$ cat src/sv/mbrot_pkg.sv
// Shared types and constants for the escape-time pixel engine.
// Depends on nothing; imported by every module of the block but the multiplier.
package mbrot_pkg;

  localparam int FRAC_BITS_DEF = 26;
  localparam int MAX_DIM_DEF   = 4096;

  localparam int COL_W  = 12;   // column and row index width
  localparam int STEP_W = 29;   // pixel pitch register width
  localparam int ITER_W = 16;   // iteration count width
  localparam int IDX_W  = 2;    // config register index width
  localparam int IN_W   = 24;   // input tdata width
  localparam int OUT_W  = 16;   // output tdata width

  localparam logic [STEP_W-1:0] STEP_RE_RST  = STEP_W'(229600);
  localparam logic [STEP_W-1:0] STEP_IM_RST  = STEP_W'(174991);
  localparam logic [ITER_W-1:0] ITER_CAP_RST = ITER_W'(256);

  // config register indexes
  localparam logic [IDX_W-1:0] REG_STEP_RE  = 2'd0;
  localparam logic [IDX_W-1:0] REG_STEP_IM  = 2'd1;
  localparam logic [IDX_W-1:0] REG_ITER_CAP = 2'd2;

  typedef enum logic [3:0] {
    S_IDLE, S_CR, S_CI, S_CIL, S_BOX, S_M1, S_M2, S_M3, S_M4,
    S_IT_A, S_IT_B, S_IT_C, S_IT_D, S_DONE
  } state_t;

  // operand pair presented to the shared multiplier
  typedef enum logic [3:0] {
    MS_NONE, MS_COL, MS_ROW, MS_CI2, MS_CRM2, MS_CRP2, MS_QQ,
    MS_ZR2, MS_ZI2, MS_ZRZI
  } mul_sel_t;

  typedef struct packed {
    logic     in_ready;
    mul_sel_t mul_sel;
    logic     ld_cr;
    logic     ld_ci;
    logic     ld_cisq;
    logic     ld_q;
    logic     ld_bulb;
    logic     ld_a;
    logic     ld_b;
    logic     step_z;
    logic     set_max;
    logic     ld_out;
  } ctrl_t;

  typedef struct packed {
    logic in_valid;
    logic box_ok;
    logic in_set;
    logic n_lt_max;
    logic z_small;
    logic mag_ok;
    logic out_free;
  } stat_t;

endpackage

$ cat src/sv/mbrot_mul.sv
// Shared signed multiplier with registered product.
// Depends on nothing; used by the top level for every product.
module mbrot_mul #(
  parameter int MW = 31
) (
  input  logic                   clk,
  input  logic signed [MW-1:0]   a,
  input  logic signed [MW-1:0]   b,
  output logic signed [2*MW-1:0] p
);

  always_ff @(posedge clk) begin
    p <= (2*MW)'(a) * (2*MW)'(b);
  end

endmodule

$ cat src/sv/mbrot_ctrl.sv
// Sequencer for the escape-time engine: picks multiplier operands and
// register loads each cycle. Depends on mbrot_pkg.
module mbrot_ctrl
  import mbrot_pkg::*;
(
  input  logic  clk,
  input  logic  rst,
  input  stat_t st,
  output ctrl_t ctl
);

  state_t state, state_next;

  always_ff @(posedge clk) begin
    if (rst) begin
      state <= S_IDLE;
    end else begin
      state <= state_next;
    end
  end

  always_comb begin
    state_next = state;
    unique case (state)
      S_IDLE: if (st.in_valid) state_next = S_CR;
      S_CR:   state_next = S_CI;
      S_CI:   state_next = S_CIL;
      S_CIL:  state_next = S_BOX;
      S_BOX:  state_next = st.box_ok ? S_M1 : S_IT_A;
      S_M1:   state_next = S_M2;
      S_M2:   state_next = S_M3;
      S_M3:   state_next = S_M4;
      S_M4:   state_next = st.in_set ? S_DONE : S_IT_A;
      S_IT_A: state_next = (st.n_lt_max && st.z_small) ? S_IT_B : S_DONE;
      S_IT_B: state_next = S_IT_C;
      S_IT_C: state_next = S_IT_D;
      S_IT_D: state_next = st.mag_ok ? S_IT_A : S_DONE;
      S_DONE: if (st.out_free) state_next = S_IDLE;
      default: state_next = S_IDLE;
    endcase
  end

  always_comb begin
    ctl = '0;
    ctl.mul_sel = MS_NONE;
    unique case (state)
      S_IDLE: ctl.in_ready = 1'b1;
      S_CR:   ctl.mul_sel = MS_COL;
      S_CI: begin
        ctl.mul_sel = MS_ROW;
        ctl.ld_cr   = 1'b1;
      end
      S_CIL:  ctl.ld_ci = 1'b1;
      S_BOX:  ctl.mul_sel = MS_CI2;
      S_M1: begin
        ctl.ld_cisq = 1'b1;
        ctl.mul_sel = MS_CRM2;
      end
      S_M2: begin
        ctl.ld_q    = 1'b1;
        ctl.mul_sel = MS_CRP2;
      end
      S_M3: begin
        ctl.ld_bulb = 1'b1;
        ctl.mul_sel = MS_QQ;
      end
      S_M4:   ctl.set_max = st.in_set;
      S_IT_A: ctl.mul_sel = MS_ZR2;
      S_IT_B: begin
        ctl.ld_a    = 1'b1;
        ctl.mul_sel = MS_ZI2;
      end
      S_IT_C: begin
        ctl.ld_b    = 1'b1;
        ctl.mul_sel = MS_ZRZI;
      end
      S_IT_D: ctl.step_z = st.mag_ok;
      S_DONE: ctl.ld_out = st.out_free;
      default: ctl = '0;
    endcase
  end

endmodule

$ cat src/sv/mandelbrot_escape_time.sv
// Escape-time pixel engine: one pixel in, one iteration count out.
// Every iteration needs three products in turn from the single shared multiplier,
// plus an update state. One item at a time: the next pixel can be taken in the
// cycle after the result is loaded, not before. Reset (rst, synchronous) restores
// pitch and cap registers.
module mandelbrot_escape_time
  import mbrot_pkg::*;
#(
  parameter int MAX_DIM   = MAX_DIM_DEF,
  parameter int FRAC_BITS = FRAC_BITS_DEF
) (
  input  logic              clk,
  input  logic              rst,
  // item in: column [11:0], row [23:12]
  input  logic              s_axis_tvalid,
  output logic              s_axis_tready,
  input  logic [IN_W-1:0]   s_axis_tdata,
  // item out: iteration_count [15:0]
  output logic              m_axis_tvalid,
  input  logic              m_axis_tready,
  output logic [OUT_W-1:0]  m_axis_tdata,
  // config write port
  input  logic              cfg_we,
  input  logic [IDX_W-1:0]  cfg_index,
  input  logic [STEP_W-1:0] cfg_data
);

  // c and z width: sign, 4 integer bits, fraction (holds +-8)
  localparam int CW = FRAC_BITS + 5;
  // multiplier operand width; also fits pixel index times pitch
  localparam int MW = (CW > STEP_W + 1) ? CW : STEP_W + 1;
  localparam int PW = 2 * MW;

  localparam logic signed [PW-1:0] ONE      = PW'(1) <<< FRAC_BITS;
  localparam logic signed [PW-1:0] TWO      = ONE <<< 1;
  localparam logic signed [PW-1:0] LIM4     = ONE <<< 2;
  localparam logic signed [PW-1:0] NEG_LIM4 = -LIM4;
  localparam logic signed [PW-1:0] LIM8     = ONE <<< 3;
  localparam logic signed [PW-1:0] RE_ORG   = -(((ONE <<< 2) + ONE) >>> 1);
  localparam logic signed [PW-1:0] ONE_SQ   = ONE <<< FRAC_BITS;
  localparam logic signed [PW-1:0] BULB_LIM = ONE_SQ >>> 4;
  localparam logic signed [PW-1:0] MAG_LIM  = ONE_SQ <<< 2;
  localparam logic signed [MW-1:0] ONE_M    = MW'(1) <<< FRAC_BITS;
  localparam logic signed [MW-1:0] QTR_M    = ONE_M >>> 2;
  localparam logic [31:0]          DIM_TOP  = 32'(MAX_DIM - 1);

  function automatic logic signed [PW-1:0] sat(input logic signed [PW-1:0] v,
                                               input logic signed [PW-1:0] lim);
    logic signed [PW-1:0] r;
    if (v > lim) r = lim;
    else if (v < -lim) r = -lim;
    else r = v;
    return r;
  endfunction

  // configuration registers
  logic [STEP_W-1:0] step_re, step_im;
  logic [ITER_W-1:0] iter_cap;

  always_ff @(posedge clk) begin
    if (rst) begin
      step_re  <= STEP_RE_RST;
      step_im  <= STEP_IM_RST;
      iter_cap <= ITER_CAP_RST;
    end else if (cfg_we) begin
      unique case (cfg_index)
        REG_STEP_RE:  step_re  <= cfg_data;
        REG_STEP_IM:  step_im  <= cfg_data;
        REG_ITER_CAP: iter_cap <= cfg_data[ITER_W-1:0];
        default: ;
      endcase
    end
  end

  ctrl_t ctl;
  stat_t st;

  mbrot_ctrl u_ctrl (
    .clk (clk),
    .rst (rst),
    .st  (st),
    .ctl (ctl)
  );

  // pixel indexes, saturated to the image size
  logic [COL_W-1:0] col_in, row_in, col_sat, row_sat, col, row;
  logic             in_acc;

  assign col_in  = s_axis_tdata[COL_W-1:0];
  assign row_in  = s_axis_tdata[2*COL_W-1:COL_W];
  assign col_sat = ({{(32-COL_W){1'b0}}, col_in} > DIM_TOP) ? DIM_TOP[COL_W-1:0] : col_in;
  assign row_sat = ({{(32-COL_W){1'b0}}, row_in} > DIM_TOP) ? DIM_TOP[COL_W-1:0] : row_in;
  assign in_acc  = s_axis_tvalid && s_axis_tready;
  assign s_axis_tready = ctl.in_ready;

  always_ff @(posedge clk) begin
    if (in_acc) begin
      col <= col_sat;
      row <= row_sat;
    end
  end

  // datapath registers
  logic signed [CW-1:0] cr, ci, q, zr, zi;
  logic signed [PW-1:0] cisq, a, b;
  logic                 bulb;
  logic [ITER_W-1:0]    n;

  // shared multiplier
  logic signed [MW-1:0] mul_a, mul_b;
  logic signed [PW-1:0] p;

  mbrot_mul #(.MW(MW)) u_mul (
    .clk (clk),
    .a   (mul_a),
    .b   (mul_b),
    .p   (p)
  );

  logic signed [MW-1:0] cr_m, ci_m, zr_m, zi_m, crm, crp, qpc;
  logic signed [PW-1:0] cr_w, ci_w, zr_w, zi_w;

  assign cr_m = MW'(cr);
  assign ci_m = MW'(ci);
  assign zr_m = MW'(zr);
  assign zi_m = MW'(zi);
  assign cr_w = PW'(cr);
  assign ci_w = PW'(ci);
  assign zr_w = PW'(zr);
  assign zi_w = PW'(zi);
  assign crm  = cr_m - QTR_M;
  assign crp  = cr_m + ONE_M;
  assign qpc  = MW'(q) + crm;

  always_comb begin
    unique case (ctl.mul_sel)
      MS_COL: begin
        mul_a = MW'(col);
        mul_b = MW'(step_re);
      end
      MS_ROW: begin
        mul_a = MW'(row);
        mul_b = MW'(step_im);
      end
      MS_CI2: begin
        mul_a = ci_m;
        mul_b = ci_m;
      end
      MS_CRM2: begin
        mul_a = crm;
        mul_b = crm;
      end
      MS_CRP2: begin
        mul_a = crp;
        mul_b = crp;
      end
      MS_QQ: begin
        mul_a = MW'(q);
        mul_b = qpc;
      end
      MS_ZR2: begin
        mul_a = zr_m;
        mul_b = zr_m;
      end
      MS_ZI2: begin
        mul_a = zi_m;
        mul_b = zi_m;
      end
      MS_ZRZI: begin
        mul_a = zr_m;
        mul_b = zi_m;
      end
      default: begin
        mul_a = '0;
        mul_b = '0;
      end
    endcase
  end

  // next values from the registered product
  logic signed [PW-1:0] cr_next, ci_next, q_sum, zr_next, zi_next;

  assign cr_next = sat(p + RE_ORG, LIM8);
  assign ci_next = sat(p - ONE, LIM8);
  assign q_sum   = p + cisq;
  assign zr_next = sat(((a - b) >>> FRAC_BITS) + cr_w, LIM4);
  assign zi_next = sat((p >>> (FRAC_BITS - 1)) + ci_w, LIM4);

  always_ff @(posedge clk) begin
    if (ctl.ld_cr)   cr   <= cr_next[CW-1:0];
    if (ctl.ld_ci)   ci   <= ci_next[CW-1:0];
    if (ctl.ld_cisq) cisq <= p;
    if (ctl.ld_q)    q    <= CW'(q_sum >>> FRAC_BITS);
    if (ctl.ld_bulb) bulb <= (q_sum <= BULB_LIM);   // (cr+1)^2 + ci^2 <= 1/16
    if (ctl.ld_a)    a    <= p;
    if (ctl.ld_b)    b    <= p;
  end

  // z and count: cleared per pixel, reset so the bound checks start clean
  always_ff @(posedge clk) begin
    if (rst) begin
      zr <= '0;
      zi <= '0;
      n  <= '0;
    end else if (in_acc) begin
      zr <= '0;
      zi <= '0;
      n  <= '0;
    end else if (ctl.set_max) begin
      n <= iter_cap;
    end else if (ctl.step_z) begin
      zr <= zr_next[CW-1:0];
      zi <= zi_next[CW-1:0];
      n  <= n + ITER_W'(1);
    end
  end

  // status back to the sequencer
  assign st.in_valid = s_axis_tvalid;
  assign st.box_ok   = (cr_w <= TWO) && (cr_w >= -TWO) && (ci_w <= TWO) && (ci_w >= -TWO);
  // main cardioid: 4*q*(q + cr - 1/4) <= ci^2
  assign st.in_set   = bulb || ((p <<< 2) <= cisq);
  assign st.n_lt_max = n < iter_cap;
  assign st.z_small  = (zr_w <= TWO) && (zr_w >= -TWO) && (zi_w <= TWO) && (zi_w >= -TWO);
  assign st.mag_ok   = (a + b) <= MAG_LIM;
  assign st.out_free = !m_axis_tvalid || m_axis_tready;

  // output register: holds the count until taken
  always_ff @(posedge clk) begin
    if (rst) begin
      m_axis_tvalid <= 1'b0;
    end else if (ctl.ld_out) begin
      m_axis_tvalid <= 1'b1;
    end else if (m_axis_tready) begin
      m_axis_tvalid <= 1'b0;
    end
  end

  always_ff @(posedge clk) begin
    if (ctl.ld_out) m_axis_tdata <= n;
  end

  a_one_item: assert property (@(posedge clk) disable iff (rst)
    in_acc |=> !s_axis_tready)
    else $error("second item taken while busy");

  a_count_cap: assert property (@(posedge clk) disable iff (rst)
    !s_axis_tready |-> (n <= iter_cap))
    else $error("count ran past cap");

  a_result_cap: assert property (@(posedge clk) disable iff (rst)
    m_axis_tvalid |-> (m_axis_tdata <= iter_cap))
    else $error("result above cap");

  a_z_bound: assert property (@(posedge clk) disable iff (rst)
    (zr_w <= LIM4) && (zr_w >= NEG_LIM4) && (zi_w <= LIM4) && (zi_w >= NEG_LIM4))
    else $error("z left saturation range");

endmodule

$ cat config.mk
export PLATFORM = sky130hd
export DESIGN_NAME = mandelbrot_escape_time
export DESIGN_NICKNAME = d
export VERILOG_FILES = /design/src/sv/mbrot_pkg.sv /design/src/sv/mbrot_mul.sv /design/src/sv/mbrot_ctrl.sv /design/src/sv/mandelbrot_escape_time.sv
export SDC_FILE = /design/constraint.sdc
export NUM_CORES = 2
export LEC_CHECK = 0
export ABC_CLOCK_PERIOD_IN_PS = 15150
export BUFFER_PORTS_ARGS = -buffer_cell sky130_fd_sc_hd__buf_2
export CAP_MARGIN = 20
export CORE_UTILIZATION = 25
export CTS_CLUSTER_SIZE = 10
export DETAILED_ROUTE_END_ITERATION = 10
export MAX_ROUTING_LAYER = met4
export PLACE_DENSITY = 0.47
export SETUP_SLACK_MARGIN = 0.4
export SYNTH_ARGS = -nofsm -noshare
export SYNTH_HDL_FRONTEND = slang
export SYNTH_SLANG_ARGS = --single-unit
$ cat constraint.sdc
create_clock -name clk -period 15.15 [get_ports clk]
set_input_delay 0 -clock clk [delete_from_list [all_inputs] [get_ports clk]]
set_output_delay 0 -clock clk [all_outputs]
set_load 0.02 [all_outputs]
# Yosys cells after proc, flatten, opt, wreduce, memory -nomap -nowiden
# Cells that the tools add are included.
[classes]
eq_ne = 26
bitwise_logic = 1
n_lt_le_gt_ge = 20
n_mux = 31
multipliers = 1
n_addsub = 11
reduce_logical = 25
[op_table]
columns = ["cell", "count"]
rows = [
  ["$pmux W31 S8", 2],
  ["$mux W31", 6],
  ["$add A62 B62 Y62", 2],
  ["$ge A31 B28 Y1 const B", 4],
  ["$gt A62 B31 Y1 const B", 2],
  ["$le A31 B29 Y1 const B", 4],
  ["$lt A62 B30 Y1 const B", 2],
  ["$add A62 B29 Y62 const B", 1],
  ["$le A62 B50 Y1 const B", 1],
  ["$le A62 B56 Y1 const B", 1],
  ["$le A62 B62 Y1", 1],
  ["$mul A31 B31 Y62", 1],
  ["$sub A62 B28 Y62 const B", 1],
  ["$sub A62 B62 Y62", 1],
  ["$pmux W4 S14", 1],
  ["$add A37 B31 Y38", 1],
  ["$gt A38 B30 Y1 const B", 1],
  ["$lt A38 B29 Y1 const B", 1],
  ["$add A36 B31 Y37", 1],
  ["$gt A37 B30 Y1 const B", 1],
  ["$lt A37 B29 Y1 const B", 1],
  ["$pmux W4 S9", 1],
  ["$eq A4 B3 Y1 const B", 8],
  ["$eq A4 B4 Y1 const B", 8],
  ["other kinds (24)", 62],
]
[word_totals]
output_inout_bits = 18
wordCells = 136
reg_bits = 539

# Logic depth before layout (Yosys ltp)
[depth]
depth_word = 7
mapped_depth = 48

# Cells and area by module
# Synthesis repeated with hierarchy kept, for this count alone.
[hier_totals]
hier_cells = 8417
area_unflattened_um2 = 74815.5
[by_module_without_submodules]
columns = ["mod", "seq_area_each_um2", "instances", "area_each_um2", "cells_per_inst"]
rows = [
  ["mandelbrot_escape_time", 12672.2, 1, 38166.6, 4445],
  ["mbrot_mul", 1241.2, 1, 36209.7, 3901],
  ["mbrot_ctrl", 80.1, 1, 439.2, 71],
]

# Worst setup path after synthesis
# No wires, ideal clock.
[synth_timing]
kind = "register -> register"
from = "register u_ctrl.state[1]"
to = "register u_mul.p[60]"
slack_ps = 4188
required_ps = 15023
period_less_slack_ps = 10962
t_arrival_ps = 10835
path_buffers = 4
stages_incl_launch_ff = 35
cell_sequence = "dfxtp_1 > clkbuf_1 > and3_1 > clkbuf_1 > clkbuf_1 > nand2_1 > nand4_1 > clkbuf_1 > nand2_1 > fa_1 > inv_1 > fa_1 > fa_1 > fa_1 > inv_1 > fa_1 > inv_1 > fa_1 > fa_1 > fa_1 > ha_1 > a21o_1 > a21o_1 > and3_1 > o21ai_0 > nand4_1 > a221oi_1 > o21ai_0 > a21oi_1 > nor2_1 > o31ai_1 > a21oi_1 > a21oi_1 > o21ai_0 > xor2_1"
[synth_between]
elab_chain_cells = 6
word_cells_on_any_way = 24
classes_between = "1 x mul; 18 x eq/ne; 3 x mux; 2 x reduce/logical"
[synth_rtl]
columns = ["item", "line", "rtl"]
rows = [
  ["start, declared", "mbrot_ctrl.sv:12", "state_t state, state_next;"],
  ["start signal, assigned", "mbrot_ctrl.sv:18", "state <= state_next;"],
  ["$eq A4 B4 Y1 (tied with other cells)", "mbrot_ctrl.sv:46", "unique case (state)"],
  ["$pmux W4 S9 (*)", "mbrot_ctrl.sv:46", ""],
  ["$eq A4 B4 Y1 or $eq A4 B3 Y1 (tied branches)", "mandelbrot_escape_time.sv:136", "unique case (ctl.mul_sel)"],
  ["$reduce_or A2 Y1 (no line)", "--", ""],
  ["$pmux W31 S8", "mandelbrot_escape_time.sv:136", ""],
  ["$mul A31 B31 Y62 (*)", "mbrot_mul.sv:13", "p <= (2*MW)'(a) * (2*MW)'(b);"],
  ["end signal, assigned", "mbrot_mul.sv:13", ""],
  ["end, declared", "mbrot_mul.sv:9", "output logic signed [2*MW-1:0] p"],
]
# Mark *: on every way between the ends. The rest lies on a longest branch, timed or not.
# A chain may end at the register's enable or synchronous reset.

# Worst setup path after layout
[layout_timing]
from = "register cr[1]"
to = "register u_mul.p[60]"
[layout_between]
elab_chain_cells = 4
word_cells_on_any_way = 6
classes_between = "3 x add/sub; 1 x mul; 2 x mux"
[layout_rtl]
columns = ["item", "line", "rtl"]
rows = [
  ["start, declared", "mandelbrot_escape_time.sv:104", "logic signed [CW-1:0] cr, ci, q, zr, zi;"],
  ["start signal, assigned", "mandelbrot_escape_time.sv:190", "if (ctl.ld_cr) cr <= cr_next[CW-1:0];"],
  ["$sub A31 B26 Y31", "mandelbrot_escape_time.sv:131", "assign crm = cr_m - QTR_M;"],
  ["$add A31 B31 Y31", "mandelbrot_escape_time.sv:133", "assign qpc = MW'(q) + crm;"],
  ["$pmux W31 S8", "mandelbrot_escape_time.sv:136", ""],
  ["$mul A31 B31 Y62 (*)", "mbrot_mul.sv:13", ""],
]
# Marks and branches as above.

==> flow_metrics.tcl <==
set metrics [dict create \
    yosysTopAreaCellShare_pct 27.6 \
    finalHoldViolations 0 \
    ys_ff_latch 539 \
    dpl_cell_area_um2 79600 \
    crit_family "compound AO/OA/AOI/OAI gates" \
    critPathKind "flip-flop to flip-flop" \
    insertion_delay_ns 0.71 \
    pre_cts_ws_ns 2.61 \
    final.setup.tns_ns 0 \
    clkTransAtPathRegs_ns 0.06 \
    fin_crit_ns 12.65 \
    fin_skew_ns 0.0466 \
    fillers 31300 \
    synth_most_common_cell "inv_1" \
    synth_edf_count 320 \
    ff2ff_path_depth 40 \
    fp.dieH_um 547 \
    p_total_mw 6.52 \
    drt_wl_total_um 310000 \
    ys_types 106 \
    cts_tree "built" \
    cts_made_buffers 72 \
    synthesis.area_um2 74300 \
    hp-class "input port to flip-flop" \
    synth_area_per_cell_um2 8.79 \
    regToRegStartpoint "cr[1]$_SDFFCE_PP0P_" \
    hold_path.startpoint "cfg_index[1]" \
    hold_path_end "iter_cap[1]$_SDFFE_PP0P_" \
    cp.arrival_ns 13.22 \
    clock_path_buffers 3 \
    placedCellCount 12200 \
    postRouteAntennaNets 0 \
    leakage_nw 36.4 \
    max_freq_mhz 79.1 \
    io_buffers 77 \
    setup_viol 0 \
    drive_gt1_share_pct 5.76 \
    regArea_um2 14000 \
    period_share_pct 83.5 \
    start_util_pct 25.2 \
    layout.nets 10100 \
    cp_slowest_stage_delay_ns 0.79 \
    cts_sinks 539 \
    grt_first_pass_wirelength_um 454000 \
    outcome "complete, no violations" \
    pwr_density_cell_nw_per_um2 78.9 \
    synth_nets 10100 \
    synth_largest_area_cell "fa_1" \
    worst_setup_path_end_kind "flip-flop" \
    cap_violations 0 \
    die_w_um 547 \
    synth_commonest_cells "inv_1, nand2_1, fa_1" \
    ys.warnings.count 0 \
    ys_seq_area_share_pct 18.8 \
    tightest_slew_ns 1.28 \
    drv_slew 0 \
    setup_ws_ns 2.50 \
    core_area_um2 295000 \
    final_cell_area_um2 82700 \
    crit_top_cell "fa_1" \
    gp_congestion 1.00 \
    die_area_um2 299000 \
    vias 64300 \
    whs_path_depth 4 \
    drtPass1Iterations 8 \
    clock_tree.root_cell "clkbuf_16" \
    grt_max_degree 63 \
    grt_usage_pct 21.2 \
    grt_pass1_vias 64800 \
    ios 78 \
    drtIter0Drc 6774 \
    relSlewSlack_pct 12.5 \
    synth-async-reset-ratio_pct 0 \
    cp_max_fo 16 \
    cp_slowest_cell "a211oi_4" \
    peakVddDrop_mv 0.0727 \
    syn_inst 8448 \
    worstPathRequired_ns 15.73 \
    synthFlopType "edfxtp_1" \
    timing.critical_path.buf_inv 4 \
    hpwlAfterDp_um 250000 \
    ctsHtreeMaxLevel 3 \
    syn_to_final_growth_pct 11.4 \
    multi_input_area_um2 53800 \
    routed_via_density 5.16 \
    rows 199 \
    fin_cells 12500 \
    overflow 0 \
    antenna_found_initial 54 \
    synth.area.top_cells "fa_1, edfxtp_1, ha_1, inv_1, nand2_1" \
    reg2reg_to "u_mul.p[60]$_DFF_P_" \
    ff2ff_setup_slack_ns 2.50 \
    rsz0062_at_grt "false" \
    start_kind "flip-flop" \
    drcViolationCount 0 \
    drt-wirelength-per-cell_um 24.9 \
]
-- layout by cell type, fill, tap and decap left out, types with 122 or more instances in the layout --
master	count
a21o_1	143
a21oi_1	461
and2_1	122
buf_4	179
dfxtp_1	219
edfxtp_1	320
fa_1	1024
ha_1	553
inv_1	1333
nand2_1	1231
nand3_1	152
nor2_1	412
nor2b_1	125
nor3_1	124
o21ai_0	225
xnor2_1	171
-- worst max path at each step --
stage	cells past startpoint	start	slack, ns	to
after floorplan	34	u_ctrl.state[1]$_SDFFE_PP0P_	4.19	u_mul.p[60]$_DFF_P_
after global placement	41	cr[1]$_SDFFCE_PP0P_	2.66	u_mul.p[60]$_DFF_P_
after detailed placement	41	cr[1]$_SDFFCE_PP0P_	2.61	u_mul.p[60]$_DFF_P_
after CTS	41	cr[1]$_SDFFCE_PP0P_	2.57	u_mul.p[60]$_DFF_P_
after global routing	40	cr[1]$_SDFFCE_PP0P_	1.80	u_mul.p[60]$_DFF_P_
final	40	cr[1]$_SDFFCE_PP0P_	2.50	u_mul.p[60]$_DFF_P_
-- kinds of logic (layout without fill, tap and decap cells) --
group                    after synthesis  after routing  share of synthesized area [%]
multiplexers                          39             39                          0.544
flip-flops                           539            539                           18.8
AO/OA/AOI/OAI                       1579           1579                           14.4
buffers and inverters               1734           1806                           8.89
adder cells (fa/ha/maj)             1577           1577                           36.9
other                                  0             22                              0
AND/OR/NAND/NOR                     2711           2711                           17.2
XOR/XNOR                             269            269                           3.17
-- worst reg2reg max path: cells and delay by family (launching register included) --
family,cells,cell delay (ns)
simple gates,6,0.76
xor+xnor,1,0.15
flops,1,0.47
buf+inv,4,0.58
fa+ha+maj,10,4.70
compound gates,19,5.89
-- repair_timing --
action,in CTS,in global routing
resized for setup,0,0
setup buffers,0,0
hold buffers,76,0
hold endpoints to repair,100,0
-- state kept, by name (all words and copies together) (netlist names) --
register,cells
col,12
q,31
a,62
zi,31
m_axis_tdata,16
n,16
b,62
u_mul.p,62
row,12
step_re,29
zr,31
step_im,29
m_axis_tvalid,1
iter_cap,16
cisq,62
u_ctrl.state,4
cr,31
ci,31
bulb,1
-- layout make-up --
| class | count | area share [%] |
|---|---|---|
| multi-input cells | 6175 | 65.1 |
| flip-flops and latches | 539 | 16.9 |
| inverters | 1339 | 6.08 |
| well taps | 3919 | 5.93 |
| repair buffers | 338 | 3.12 |
| clock buffers | 104 | 2.37 |
| clock inverters | 25 | 0.449 |
| diodes | 22 | 0.0665 |
-- where the power goes --
part | switching [mW] | internal (mW) | total (mW) | leakage, nW
Combinational | 2.08 | 0.954 | 3.04 | 30.6
Clock | 0.749 | 1.01 | 1.76 | 1.13
Sequential | 0.0617 | 1.66 | 1.72 | 4.67
-- per-layer routing --
layer	GRT usage [%]	routed length [um]
met2	32.3	137000
met3	2.67	23200
met1	29.3	140000
met5	-	0
met4	6.10	9860
-- stage by stage --
step,utilization [%],hold slack (ns)
after floorplan,-,0.0989
after global placement,27.0,0.180
after detailed placement,27.0,0.181
after CTS,28.1,0.0534
after global routing,28.1,0.0917
final,28.1,0.0864
Note: power is estimated with default switching activity, not from simulation.
